### config.mk
export PLATFORM = sky130hd
export DESIGN_NAME = servo_ramp_generator_flat
export DESIGN_NICKNAME = d
export VERILOG_FILES = /design/src/rtl/srg_pkg.sv /design/src/rtl/srg_cmd_if.sv /design/src/rtl/srg_res_if.sv /design/src/rtl/servo_ramp_generator.sv /design/src/rtl/srg_front.sv /design/src/rtl/srg_div.sv /design/src/rtl/srg_back.sv /design/src/flat_wrapper.sv
export SDC_FILE = /design/constraint.sdc
export NUM_CORES = 1
export LEC_CHECK = 0
export BUFFER_PORTS_ARGS = -buffer_cell sky130_fd_sc_hd__buf_2
export CAP_MARGIN = 20
export CORE_MARGIN = 2
export CORE_UTILIZATION = 50
export DETAILED_ROUTE_END_ITERATION = 10
export PLACE_DENSITY = 0.75
export SLEW_MARGIN = 20
export SYNTH_ARGS = -nofsm -noshare
export SYNTH_HDL_FRONTEND = slang
export SYNTH_SLANG_ARGS = --single-unit
### constraint.sdc
create_clock -name clk -period 6.5 [get_ports clk]
set_clock_uncertainty 0.05 [all_clocks]
set_input_delay 0.325 -clock clk [delete_from_list [all_inputs] [get_ports clk]]
set_output_delay 0.325 -clock clk [all_outputs]
set_load 0.03 [all_outputs]
### src/rtl/srg_pkg.sv
// Shared types and constants for the servo ramp generator.
// No dependencies; imported by every other file of the block.
package srg_pkg;

  localparam int CHANNELS    = 6;
  localparam int CHAN_W      = 3;
  localparam int WIDTH_W     = 12;
  localparam int DUR_W       = 16;
  localparam int TICK_W      = 10;
  localparam int DELTA_W     = WIDTH_W + 1;
  localparam int STEPS_W     = DUR_W + 1;
  localparam int DIV_W       = 16;
  localparam int DIV_CNT_W   = $clog2(DIV_W);
  localparam int QUEUE_DEPTH = 2;
  localparam int QPTR_W      = $clog2(QUEUE_DEPTH);
  localparam int QCNT_W      = $clog2(QUEUE_DEPTH + 1);
  localparam int PADDR_W     = 3;
  localparam int PDATA_W     = 32;

  localparam logic [WIDTH_W-1:0] INIT_WIDTH  = 12'd1500;
  localparam logic [WIDTH_W-1:0] WIDTH_MAX   = 12'd4095;
  localparam logic [TICK_W-1:0]  TICK_RESET  = 10'd20;

  localparam logic KIND_MOVE = 1'b0;
  localparam logic KIND_TICK = 1'b1;

  localparam logic [PADDR_W-3:0] REG_TICK_PERIOD = '0;

  typedef struct packed {
    logic                kind;
    logic [CHAN_W-1:0]   channel;
    logic [DUR_W-1:0]    duration_ms;
    logic [WIDTH_W-1:0]  target_width;
  } op_t;

  typedef struct packed {
    logic             start;
    logic [DIV_W-1:0] dividend;
    logic [DIV_W-1:0] divisor;
  } div_req_t;

  typedef struct packed {
    logic             done;
    logic [DIV_W-1:0] quotient;
    logic [DIV_W-1:0] remainder;
  } div_rsp_t;

endpackage

### src/rtl/srg_cmd_if.sv
// Command channel: valid/ready handshake with move and tick items.
// Depends on srg_pkg.
interface srg_cmd_if;
  import srg_pkg::*;

  logic               valid;
  logic               ready;
  logic               kind;
  logic [CHAN_W-1:0]  channel;
  logic [DUR_W-1:0]   duration_ms;
  logic [WIDTH_W-1:0] target_width;

  modport source (output valid, kind, channel, duration_ms, target_width, input ready);
  modport sink   (input valid, kind, channel, duration_ms, target_width, output ready);
endinterface

### src/rtl/srg_res_if.sv
// Result channel: valid/ready handshake carrying a channel's new pulse width.
// Depends on srg_pkg.
interface srg_res_if;
  import srg_pkg::*;

  logic               valid;
  logic               ready;
  logic [CHAN_W-1:0]  out_channel;
  logic [WIDTH_W-1:0] pulse_width;

  modport source (output valid, out_channel, pulse_width, input ready);
  modport sink   (input valid, out_channel, pulse_width, output ready);
endinterface

### src/rtl/servo_ramp_generator.sv
// Six-channel servo pulse-width ramp generator, top level with the register port.
// Depends on srg_pkg, srg_cmd_if, srg_res_if, srg_front and srg_back.
//
//   port      dir   handshake            payload
//   cmd       in    valid/ready          kind, channel, duration_ms, target_width
//   result    out   valid/ready          out_channel, pulse_width
//   apb       in    psel/penable/pready  paddr, pwdata, prdata (tick_period_ms at 0x0)
//
// A tick is handled in the back end from the idle state; a move takes two passes
// through the 16-bit serial divider (steps, then per-step increment); only the first
// when the step count is zero, none when the tick period is zero.
// A two-entry queue parts accept from execution; a stalled result holds further ticks.
// Synchronous reset: every channel at the initial width, no ramp active, tick period 20.
module servo_ramp_generator (
  input  logic                         clk,
  input  logic                         rst,
  srg_cmd_if.sink                      cmd,
  srg_res_if.source                    result,
  input  logic                         psel,
  input  logic                         penable,
  input  logic                         pwrite,
  input  logic [srg_pkg::PADDR_W-1:0]  paddr,
  input  logic [srg_pkg::PDATA_W-1:0]  pwdata,
  output logic [srg_pkg::PDATA_W-1:0]  prdata,
  output logic                         pready
);
  import srg_pkg::*;

  logic [TICK_W-1:0] tick_period_ms;
  logic              q_valid;
  op_t               q_op;
  logic              q_pop;
  logic              reg_hit;

  assign pready  = 1'b1;
  assign reg_hit = paddr[PADDR_W-1:2] == REG_TICK_PERIOD;
  assign prdata  = reg_hit ? PDATA_W'(tick_period_ms) : '0;

  always_ff @(posedge clk) begin
    if (rst) begin
      tick_period_ms <= TICK_RESET;
    end else if (psel && penable && pwrite && pready && reg_hit) begin
      tick_period_ms <= pwdata[TICK_W-1:0];
    end
  end

  srg_front u_front (
    .clk     (clk),
    .rst     (rst),
    .cmd     (cmd),
    .q_valid (q_valid),
    .q_op    (q_op),
    .q_pop   (q_pop)
  );

  srg_back u_back (
    .clk            (clk),
    .rst            (rst),
    .tick_period_ms (tick_period_ms),
    .q_valid        (q_valid),
    .q_op           (q_op),
    .q_pop          (q_pop),
    .result         (result)
  );

endmodule

### src/rtl/srg_front.sv
// Front end: accepts command items, drops out-of-range channels and queues the rest.
// Depends on srg_pkg and srg_cmd_if.
module srg_front (
  input  logic           clk,
  input  logic           rst,
  srg_cmd_if.sink        cmd,
  output logic           q_valid,
  output srg_pkg::op_t   q_op,
  input  logic           q_pop
);
  import srg_pkg::*;

  op_t               q_mem [QUEUE_DEPTH];
  logic [QPTR_W-1:0] wr_ptr;
  logic [QPTR_W-1:0] rd_ptr;
  logic [QCNT_W-1:0] count;
  logic              chan_ok;
  logic              push;
  op_t               push_op;

  assign chan_ok   = int'(cmd.channel) < CHANNELS;
  assign cmd.ready = count != QCNT_W'(QUEUE_DEPTH);
  assign push      = cmd.valid && cmd.ready && chan_ok;
  assign push_op   = '{kind: cmd.kind, channel: cmd.channel,
                       duration_ms: cmd.duration_ms, target_width: cmd.target_width};
  assign q_valid   = count != '0;
  assign q_op      = q_mem[rd_ptr];

  always_ff @(posedge clk) begin
    if (rst) begin
      wr_ptr <= '0;
      rd_ptr <= '0;
      count  <= '0;
    end else begin
      if (push) begin
        q_mem[wr_ptr] <= push_op;
        wr_ptr <= (wr_ptr == QPTR_W'(QUEUE_DEPTH - 1)) ? '0 : wr_ptr + 1'b1;
      end
      if (q_pop) begin
        rd_ptr <= (rd_ptr == QPTR_W'(QUEUE_DEPTH - 1)) ? '0 : rd_ptr + 1'b1;
      end
      if (push && !q_pop) begin
        count <= count + 1'b1;
      end else if (!push && q_pop) begin
        count <= count - 1'b1;
      end
    end
  end

  a_count_bound: assert property (@(posedge clk) disable iff (rst)
    count <= QCNT_W'(QUEUE_DEPTH))
    else $error("queue count past depth");

  a_drop_bad_chan: assert property (@(posedge clk) disable iff (rst)
    (cmd.valid && cmd.ready && !chan_ok && !q_pop) |=> count == $past(count))
    else $error("out-of-range channel entered queue");

  a_pop_nonempty: assert property (@(posedge clk) disable iff (rst)
    q_pop |-> count != '0)
    else $error("pop from empty queue");

endmodule

### src/rtl/srg_div.sv
// Restoring unsigned divider, one quotient bit per cycle.
// Depends on srg_pkg.
module srg_div (
  input  logic              clk,
  input  logic              rst,
  input  srg_pkg::div_req_t req,
  output srg_pkg::div_rsp_t rsp
);
  import srg_pkg::*;

  logic                 busy;
  logic                 done;
  logic [DIV_CNT_W-1:0] cnt;
  logic [DIV_W-1:0]     rem;
  logic [DIV_W-1:0]     quo;
  logic [DIV_W-1:0]     dvs;
  logic [DIV_W:0]       rem_sh;
  logic [DIV_W:0]       trial;
  logic                 ge;

  assign rem_sh = {rem, quo[DIV_W-1]};
  assign trial  = rem_sh - {1'b0, dvs};
  assign ge     = !trial[DIV_W];

  always_ff @(posedge clk) begin
    if (rst) begin
      busy <= 1'b0;
      done <= 1'b0;
    end else begin
      done <= 1'b0;
      if (req.start) begin
        busy <= 1'b1;
        cnt  <= DIV_CNT_W'(DIV_W - 1);
        rem  <= '0;
        quo  <= req.dividend;
        dvs  <= req.divisor;
      end else if (busy) begin
        rem <= ge ? trial[DIV_W-1:0] : rem_sh[DIV_W-1:0];
        quo <= {quo[DIV_W-2:0], ge};
        cnt <= cnt - 1'b1;
        if (cnt == '0) begin
          busy <= 1'b0;
          done <= 1'b1;
        end
      end
    end
  end

  assign rsp = '{done: done, quotient: quo, remainder: rem};

endmodule

### src/rtl/srg_back.sv
// Back end: per-channel ramp state, move setup through the divider, tick stepping
// and the result register. Depends on srg_pkg, srg_res_if and srg_div.
module srg_back (
  input  logic                        clk,
  input  logic                        rst,
  input  logic [srg_pkg::TICK_W-1:0]  tick_period_ms,
  input  logic                        q_valid,
  input  srg_pkg::op_t                q_op,
  output logic                        q_pop,
  srg_res_if.source                   result
);
  import srg_pkg::*;

  typedef enum logic [1:0] {S_IDLE, S_DIV_STEPS, S_DIV_SPLIT} state_t;

  state_t                    state;
  logic [WIDTH_W-1:0]        cur       [CHANNELS];
  logic                      active    [CHANNELS];
  logic [STEPS_W-1:0]        steps_left[CHANNELS];
  logic signed [DELTA_W-1:0] step_amt  [CHANNELS];
  logic signed [DELTA_W-1:0] final_rem [CHANNELS];
  logic [CHAN_W-1:0]         mv_ch;
  logic signed [DELTA_W-1:0] mv_diff;
  logic [DIV_W-1:0]          mv_steps;
  logic                      out_valid;
  logic [CHAN_W-1:0]         out_ch;
  logic [WIDTH_W-1:0]        out_pw;

  div_req_t                  div_req;
  div_rsp_t                  div_rsp;

  logic [CHAN_W-1:0]         ch;
  logic                      is_tick;
  logic                      out_free;
  logic                      emit;
  logic signed [DELTA_W-1:0] diff_now;
  logic signed [DELTA_W-1:0] add_sel;
  logic signed [DELTA_W:0]   sum;
  logic [WIDTH_W-1:0]        clamped;
  logic                      mv_neg;
  logic [DELTA_W-1:0]        mag;
  logic [DELTA_W-1:0]        q_mag;
  logic [DELTA_W-1:0]        r_mag;
  logic signed [DELTA_W-1:0] q_signed;
  logic signed [DELTA_W-1:0] r_signed;
  logic                      bad_state;

  srg_div u_div (.clk(clk), .rst(rst), .req(div_req), .rsp(div_rsp));

  assign ch       = q_op.channel;
  assign is_tick  = q_op.kind == KIND_TICK;
  assign out_free = !out_valid || result.ready;
  assign q_pop    = (state == S_IDLE) && q_valid && (!is_tick || out_free);
  assign emit     = q_pop && is_tick && active[ch] && (steps_left[ch] != '0);

  assign diff_now = $signed({1'b0, q_op.target_width}) - $signed({1'b0, cur[ch]});
  assign add_sel  = (steps_left[ch] > STEPS_W'(1)) ? step_amt[ch] : final_rem[ch];
  assign sum      = $signed({2'b00, cur[ch]}) + {add_sel[DELTA_W-1], add_sel};

  always_comb begin
    if (sum < 0) begin
      clamped = '0;
    end else if (sum > $signed({2'b00, WIDTH_MAX})) begin
      clamped = WIDTH_MAX;
    end else begin
      clamped = sum[WIDTH_W-1:0];
    end
  end

  assign mv_neg   = mv_diff[DELTA_W-1];
  assign mag      = mv_neg ? DELTA_W'(-mv_diff) : mv_diff;
  assign q_mag    = div_rsp.quotient[DELTA_W-1:0];
  assign r_mag    = div_rsp.remainder[DELTA_W-1:0];
  assign q_signed = mv_neg ? -$signed(q_mag) : $signed(q_mag);
  assign r_signed = mv_neg ? -$signed(r_mag) : $signed(r_mag);

  always_comb begin
    div_req.start = (q_pop && !is_tick && (tick_period_ms != '0))
                 || ((state == S_DIV_STEPS) && div_rsp.done && (div_rsp.quotient != '0));
    if (state == S_IDLE) begin
      div_req.dividend = q_op.duration_ms;
      div_req.divisor  = DIV_W'(tick_period_ms);
    end else begin
      div_req.dividend = DIV_W'(mag);
      div_req.divisor  = div_rsp.quotient;
    end
  end

  always_ff @(posedge clk) begin
    if (rst) begin
      state     <= S_IDLE;
      out_valid <= 1'b0;
      for (int i = 0; i < CHANNELS; i++) begin
        cur[i]        <= INIT_WIDTH;
        active[i]     <= 1'b0;
        steps_left[i] <= '0;
        step_amt[i]   <= '0;
        final_rem[i]  <= '0;
      end
    end else begin
      if (emit) begin
        out_valid <= 1'b1;
        out_ch    <= ch;
        out_pw    <= clamped;
      end else if (result.ready) begin
        out_valid <= 1'b0;
      end
      case (state)
        S_IDLE: begin
          if (q_pop) begin
            if (is_tick) begin
              if (active[ch]) begin
                if (steps_left[ch] != '0) begin
                  steps_left[ch] <= steps_left[ch] - 1'b1;
                  cur[ch]        <= clamped;
                end else begin
                  active[ch]   <= 1'b0;
                  step_amt[ch] <= '0;
                end
              end
            end else begin
              mv_ch   <= ch;
              mv_diff <= diff_now;
              if (tick_period_ms == '0) begin
                active[ch]     <= 1'b1;
                step_amt[ch]   <= '0;
                final_rem[ch]  <= diff_now;
                steps_left[ch] <= STEPS_W'(1);
              end else begin
                state <= S_DIV_STEPS;
              end
            end
          end
        end
        S_DIV_STEPS: begin
          if (div_rsp.done) begin
            mv_steps <= div_rsp.quotient;
            if (div_rsp.quotient == '0) begin
              active[mv_ch]     <= 1'b1;
              step_amt[mv_ch]   <= '0;
              final_rem[mv_ch]  <= mv_diff;
              steps_left[mv_ch] <= STEPS_W'(1);
              state             <= S_IDLE;
            end else begin
              state <= S_DIV_SPLIT;
            end
          end
        end
        S_DIV_SPLIT: begin
          if (div_rsp.done) begin
            active[mv_ch]     <= 1'b1;
            step_amt[mv_ch]   <= q_signed;
            final_rem[mv_ch]  <= r_signed;
            steps_left[mv_ch] <= {1'b0, mv_steps} + 1'b1;
            state             <= S_IDLE;
          end
        end
        default: state <= S_IDLE;
      endcase
    end
  end

  assign result.valid       = out_valid;
  assign result.out_channel = out_ch;
  assign result.pulse_width = out_pw;

  always_comb begin
    bad_state = 1'b0;
    for (int i = 0; i < CHANNELS; i++) begin
      if ((steps_left[i] != '0) && !active[i]) begin
        bad_state = 1'b1;
      end
    end
  end

  a_steps_need_active: assert property (@(posedge clk) disable iff (rst)
    !bad_state)
    else $error("steps pending on inactive channel");

  a_div_done_state: assert property (@(posedge clk) disable iff (rst)
    div_rsp.done |-> (state == S_DIV_STEPS || state == S_DIV_SPLIT))
    else $error("divider finished outside a move");

  a_split_steps: assert property (@(posedge clk) disable iff (rst)
    (state == S_DIV_SPLIT && div_rsp.done) |=> steps_left[mv_ch] > STEPS_W'(1))
    else $error("split move left fewer than two steps");

  a_emit_from_idle: assert property (@(posedge clk) disable iff (rst)
    $rose(out_valid) |-> $past(state) == S_IDLE)
    else $error("result produced outside tick handling");

endmodule

### src/flat_wrapper.sv
// flat-port wrapper written by rule: the top's interface ports become plain ports
module servo_ramp_generator_flat import srg_pkg::*;
  (clk, rst, psel, penable, pwrite, paddr, pwdata, prdata, pready, cmd_valid, cmd_kind, cmd_channel, cmd_duration_ms, cmd_target_width, cmd_ready, result_valid, result_out_channel, result_pulse_width, result_ready);
  srg_cmd_if cmd_i ();
  srg_res_if result_i ();
  input  logic clk;
  input  logic rst;
  input  logic psel;
  input  logic penable;
  input  logic pwrite;
  input  logic [srg_pkg::PADDR_W-1:0] paddr;
  input  logic [srg_pkg::PDATA_W-1:0] pwdata;
  output logic [srg_pkg::PDATA_W-1:0] prdata;
  output logic pready;
  input wire logic [$bits(cmd_i.valid)-1:0] cmd_valid;
  input wire logic [$bits(cmd_i.kind)-1:0] cmd_kind;
  input wire logic [$bits(cmd_i.channel)-1:0] cmd_channel;
  input wire logic [$bits(cmd_i.duration_ms)-1:0] cmd_duration_ms;
  input wire logic [$bits(cmd_i.target_width)-1:0] cmd_target_width;
  output wire logic [$bits(cmd_i.ready)-1:0] cmd_ready;
  output wire logic [$bits(result_i.valid)-1:0] result_valid;
  output wire logic [$bits(result_i.out_channel)-1:0] result_out_channel;
  output wire logic [$bits(result_i.pulse_width)-1:0] result_pulse_width;
  input wire logic [$bits(result_i.ready)-1:0] result_ready;
  assign cmd_i.valid = cmd_valid;
  assign cmd_i.kind = cmd_kind;
  assign cmd_i.channel = cmd_channel;
  assign cmd_i.duration_ms = cmd_duration_ms;
  assign cmd_i.target_width = cmd_target_width;
  assign cmd_ready = cmd_i.ready;
  assign result_valid = result_i.valid;
  assign result_out_channel = result_i.out_channel;
  assign result_pulse_width = result_i.pulse_width;
  assign result_i.ready = result_ready;
  servo_ramp_generator u_core (.clk(clk), .rst(rst), .cmd(cmd_i), .result(result_i), .psel(psel), .penable(penable), .pwrite(pwrite), .paddr(paddr), .pwdata(pwdata), .prdata(prdata), .pready(pready));
endmodule
==> impl_metrics.tcl, run 1 <==
set metrics [dict create \
    antenna_found_initial 1 \
    crit_path_max_fanout 47 \
    switching_share_pct 33.0 \
    fin_crit_ns 6.13 \
    synth_top_area_share_pct 58.6 \
    yosysWarnings 0 \
    critPathLaunchType "flip-flop" \
    via_per_inst 6.08 \
    fmax_mhz 163 \
    nets 2812 \
    die_w_microns 254 \
    clk_latency_ns 0.61 \
    p_per_area_mw_per_mm2 367 \
    rows 91 \
    start_util_pct 50.6 \
    firstDrtPassIters 6 \
    pwr-share-clk_pct 30.3 \
    drc_errors 0 \
    power_frac_comb_pct 31.0 \
    slew_violations 0 \
    worstMarginPinSlew_ns 1.13 \
    grt_pass1_vias 21400 \
    synth-edff-count 611 \
    die_area_sq_mm 0.0646 \
    wl_met3_microns 7100 \
    timing.hold.ws_ns 0.151 \
    top_layer "met5" \
    rsz0062_at_grt "false" \
    avgSynthCellArea_sq_um 12.3 \
    fin_tns_setup_ns 0 \
    grt_use_total_pct 25.4 \
    cts_buffer_depth 3 \
    status "finished clean" \
    ys_seq_area_share_pct 59.9 \
    seqPwrFrac_pct 38.7 \
    die_h_microns 254 \
    hpwl_microns 54700 \
    post-synth-top-area-cell "edfxtp_1" \
    root_buffer "clkbuf_16" \
    setup_violations 0 \
    ios 124 \
    hold_viol_final 0 \
    cts_tree "built" \
    path_class "flip-flop to flip-flop" \
    utilization_pct 57.6 \
    leakage_nw 12.8 \
    syn_area_sq_mm 0.0313 \
    wl_met1_microns 32900 \
    cts_sinks 631 \
    cts_htree_levels 3 \
    power.switching_w 0.00430 \
    ant_nets 0 \
    crit_required_ns 6.80 \
    maxCapViolations 0 \
    internal_power_w 0.00875 \
    synth.area.top_cells "edfxtp_1 59%, mux4_2 5.8%, nor2_1 3.5%" \
    synth_seq_cells 631 \
    ys_types 87 \
    grt_first_pass_wirelength_microns 124000 \
    maxSlewHeadroom_pct 24.9 \
    wl_met2_microns 38700 \
    yosysMostFrequentCell "edfxtp_1" \
    syn2layout_area_growth_pct 13.8 \
    placed_cell_area_sq_mm 0.0329 \
    worstPathArrival_ns 6.44 \
    gp_congestion 0.905 \
    synth_flop_cell "edfxtp_1" \
    vdd_ir_drop_max_v 0.000244 \
    drive_gt1_share_pct 16.3 \
    overflow 0 \
    endpoint_kind "flip-flop" \
    core_area_sq_mm 0.0618 \
    cts-buffers-inserted 68 \
    diodes 0 \
    worst_setup_hold_path_clk_slew_ns 0.06 \
    hp-class "input port to flip-flop" \
    post-route-period-util_pct 94.4 \
    fin_area_sq_mm 0.0356 \
    drtIter0Drc 2509 \
    numPortBuffers 76 \
    grt_max_degree 79 \
    routed_wl_microns 81700 \
    vias 21700 \
    post_drt_wl_per_cell_microns 22.9 \
    r2r_setup_slack_ns 0.37 \
    ys_async_sr_fraction_pct 0 \
    synthCells 2536 \
    ys_top_cells_by_count "611 x edfxtp_1, 289 x nor2_1, 192 x nand2_1" \
]
==> sequential cells by signal, summed over array words and instances, names as in the netlist, 4 cells and up, named ones only <==
name,flops
u_core.u_back.mv_diff,13
u_core.tick_period_ms,10
u_core.u_back.result.pulse_width,12
u_core.u_back.active,8
u_core.u_back.steps_left,136
u_core.u_back.u_div.dvs,16
u_core.u_back.mv_steps,16
u_core.u_back.step_amt,104
u_core.u_back.u_div.rem,16
u_core.u_back.final_rem,104
u_core.u_front.q_mem,64
u_core.u_back.u_div.quo,16
u_core.u_back.u_div.cnt,4
u_core.u_back.cur,96
==> through the flow <==
stage          power (W)  setup WS (ns)  instances
2_1_floorplan    0.00787         0.0786       2557
3_3_place_gp     0.00892          0.358       3407
3_5_place_dp     0.00904          0.222       3407
4_1_cts           0.0130          0.135       3571
5_1_grt           0.0136         0.0146       3573
6_report          0.0131          0.365       3573
==> power groups by stage <==
stage	combinational, W	sequential, W	clock (W)
floorplan	0.00280	0.00507	0
global placement	0.00381	0.00512	0
detailed placement	0.00391	0.00513	0
CTS	0.00397	0.00505	0.00398
global route	0.00438	0.00508	0.00416
finish	0.00404	0.00505	0.00396
==> cell usage in the layout (no fill, tap or decap), drive strengths merged, types with 31 or more instances in the layout <==
master / count
mux4: 80
o21ai: 114
ha: 51
nand2b: 65
dlygate4sd3: 42
mux2i: 57
edfxtp: 611
inv: 127
a21oi: 121
nor2: 289
nand2: 193
nor2b: 35
buf: 180
a211oi: 37
clkbuf: 84
xnor2: 67
nor3: 96
and2: 31
==> path summary, 6_finish.rpt <==
kind,start,end,cells past startpoint
max,u_core.u_front.q_mem[1][28],u_core.u_back.cur[1][3],22
min,cmd_valid,u_core.u_front.wr_ptr,4
max reg2reg,u_core.u_front.q_mem[1][28],u_core.u_back.cur[1][3],22
min reg2reg,u_core.tick_period_ms[3],u_core.tick_period_ms[3],2
==> metal layers <==
layer,vias to the layer above,GRT usage [%]
li1,9682,-
met1,10700,34.5
met2,1178,41.2
met3,202,4.26
met4,2,9.48
met5,-,0
==> layout make-up <==
type	count	area (sq um)
tap	837	1050
multi-input combinational	1634	11400
inverter	127	487
clock buffer	84	1840
fill	4808	26200
timing repair buffer	222	1620
clock inverter	38	423
sequential	631	18800
==> cells by family after synthesis <==
logic type	synth area share, %
xor+xnor	2.60
flops	59.9
compound gates	9.92
buf+inv	4.19
fa+ha+maj	2.23
mux	8.56
simple gates	12.6
other cells	0.0240
==> worst max-delay path: stages (launching register included) <==
cell	delay [ns]
edfxtp_1	0.45
buf_12	0.28
clkinvlp_4	0.29
o21ai_0	0.29
o211ai_1	0.20
a211oi_1	0.36
o22ai_1	0.22
nor2_1	0.27
nand4_4	0.21
buf_4	0.25
a211oi_1	0.26
a21oi_2	0.09
fa_1	0.49
a21o_1	0.20
a211oi_1	0.27
nor2_1	0.12
o41ai_2	0.25
o21ai_0	0.24
o22ai_2	0.28
nand2_1	0.08
mux2i_1	0.27
inv_1	0.12
or2_2	0.31
==> what timing repair did <==
item | in CTS | in global routing
hold endpoints to repair | 74 | 0
gates resized for setup | 0 | 11
endpoints found under the setup margin | 0 | 106
hold buffers | 42 | 0
setup buffers | 0 | 2
Note: power is estimated with default switching activity, not from simulation.
==> inputs of run 2 (changes only) <==
--- a/config.mk
+++ b/config.mk
@@ -10,7 +10,7 @@
 export CORE_MARGIN = 2
 export CORE_UTILIZATION = 50
 export DETAILED_ROUTE_END_ITERATION = 10
-export PLACE_DENSITY = 0.75
+export PLACE_DENSITY = 0.69
 export SLEW_MARGIN = 20
 export SYNTH_ARGS = -nofsm -noshare
 export SYNTH_HDL_FRONTEND = slang
==> impl_metrics.tcl, run 2 (synthesis results as in run 1) <==
set metrics [dict create \
    cts_buffer_depth 3 \
    wl_met3_microns 6910 \
    path_class "flip-flop to flip-flop" \
    path_buf_inv 4 \
    switching_share_pct 33.1 \
    grt_first_pass_wirelength_microns 125000 \
    root_buffer "clkbuf_16" \
    worstPathArrival_ns 6.48 \
    ios 124 \
    maxSlewHeadroom_pct 31.6 \
    worstMarginPinSlew_ns 1.03 \
    slew_violations 0 \
    critical-path-top-delay-family "compound AO/OA/AOI/OAI gates" \
    hold_viol_final 0 \
    r2r_setup_slack_ns 0.32 \
    final_cell_mix "611 x edfxtp_1, 287 x nor2_1, 192 x nand2_1" \
    nets 2824 \
    grt_max_degree 64 \
    antenna_found_initial 1 \
    maxCapViolations 0 \
    cp_common_cell "a211oi_1" \
    hold_depth 2 \
    post_drt_wl_per_cell_microns 22.9 \
    reg2reg_depth 22 \
    drive_gt1_share_pct 16.6 \
    max_flop_register "u_core.u_back.steps_left" \
    fin_tns_setup_ns 0 \
    fmax_mhz 162 \
    clk_latency_ns 0.61 \
    overflow 0 \
    routed_wl_microns 82200 \
    critical_path.max_stage_delay_ns 0.49 \
    grt_use_total_pct 25.7 \
    hold_end "u_core.tick_period_ms[9]" \
    pwr-share-clk_pct 29.9 \
    drtIter0Drc 2295 \
    rows 91 \
    crit_path_top_delay_cell "fa_1" \
    seqPwrFrac_pct 38.9 \
    cts-buffers-inserted 69 \
    grt_pass1_vias 21100 \
    path_cells "buf_12 > clkinvlp_2 > buf_4 > a21oi_1 > a211oi_1 > a211oi_1 > o22ai_1 > nor2_1 > nand4_4 > buf_4 > mux2i_1 > a21oi_2 > fa_1 > a21o_1 > a211oi_1 > nor2_1 > o41ai_2 > o21ai_0 > o22ai_2 > nand2_1 > mux2_2 > or2_2" \
    core_area_sq_mm 0.0618 \
    syn2layout_area_growth_pct 13.9 \
    internal_power_w 0.00868 \
    crit_required_ns 6.80 \
    power_frac_comb_pct 31.2 \
    numPortBuffers 76 \
    crit_path_max_fanout 48 \
    final_common_cell "edfxtp_1" \
    r2r-end "u_core.u_back.cur[1][6]" \
    leakage_nw 12.8 \
    ant_nets 0 \
    firstDrtPassIters 6 \
    endpoint_kind "flip-flop" \
    p_per_area_mw_per_mm2 364 \
    cts_htree_levels 3 \
    via_per_inst 6.01 \
    critPathLaunchType "flip-flop" \
    die_area_sq_mm 0.0646 \
    die_h_microns 254 \
    dp_cells 3410 \
    fillers 4959 \
    instances_no_fill 3583 \
    post-route-period-util_pct 95.1 \
    setup_violations 0 \
    drc_errors 0 \
    wl_met1_microns 33300 \
    top_layer "met5" \
    vdd_ir_drop_max_v 0.000286 \
    hp-class "input port to flip-flop" \
    fin_crit_ns 6.18 \
    die_w_microns 254 \
    gp_congestion 0.904 \
    wl_met2_microns 39100 \
    rsz0062_at_grt "false" \
    start_util_pct 50.6 \
    status "finished clean" \
    holdCritStartpoint "rst" \
    hpwl_microns 54300 \
    cts_sinks 631 \
    power.switching_w 0.00429 \
    top_regs "u_core.u_back.steps_left x136, u_core.u_back.final_rem x104, u_core.u_back.step_amt x104" \
    reg2reg_from "u_core.u_front.q_mem[1][28]" \
    cts_tree "built" \
    vias 21600 \
    largest_reg_flops 136 \
    worst_setup_hold_path_clk_slew_ns 0.06 \
]
## run 2: changes by cell type in the layout (fill, tap and decap cells not counted), moves of 2 or more
cell	previous run	this run
clkinv_4	3	1
buf_4	101	111
clkinv_2	8	10
bufinv_16	9	6
clkbuf_16	71	73
nor2b_1	32	34
clkinv_8	0	2
## run 2: final cells by class
class	instances	area (sq um)	share of cell area, %
antenna	1	2.50	0.00702
clock buffer	85	1870	5.25
clock inverter	35	348	0.976
inverter	127	487	1.37
multi-input combinational	1634	11400	32.1
sequential	631	18800	52.6
tap	837	1050	2.94
timing repair buffer	232	1690	4.75
timing repair inverter	1	5.00	0.0140
## run 2: worst max-delay path by stage
stage	to	depth (start not counted)	slack, ns	startpoint
after floorplan	u_core.u_back.cur[5][5]	29	0.08	flip-flop
final	u_core.u_back.cur[1][6]	22	0.32	u_core.u_front.q_mem[1][28]
after global routing	u_core.u_back.cur[1][3]	25	0.02	u_core.u_front.q_mem[1][28]
after global placement	u_core.u_back.cur[5][10]	22	0.24	flip-flop
after detailed placement	u_core.u_back.cur[7][10]	22	0.17	flip-flop
after CTS	u_core.u_back.cur[7][10]	22	0.1	flip-flop
## run 2: power groups by stage
stage,registers [W],clock network (W),logic [W]
global route,0.00507,0.00408,0.00440
detailed placement,0.00512,0,0.00394
CTS,0.00504,0.00393,0.00398
finish,0.00505,0.00388,0.00404
floorplan,0.00507,0,0.00280
global placement,0.00511,0,0.00387
## run 2: what timing repair did
item	CTS	global route
gates resized for setup	0	7
setup endpoints to repair	0	108
hold buffers	42	0
hold endpoints to repair	74	0
setup buffers	0	9
## run 2: routing by layer
metal  track usage, %  vias up
met5                0        -
met4             9.11        2
met3             5.05      198
met2             41.2     1059
met1             35.2    10600
li1                 -     9691
## run 2: metrics by stage
step                hold slack [ns]  utilization, %  worst slack (ns)  total power, W  instance area [sq um]
finish                        0.201            57.7             0.318          0.0130                  35600
global route                  0.168            57.6            0.0190          0.0136                  35600
CTS                           0.145            57.5            0.0958          0.0129                  35500
detailed placement            0.451            53.2             0.166         0.00906                  32900
global placement              0.435            53.2             0.242         0.00898                  32900
floorplan                     0.374               -            0.0786         0.00787                  31400
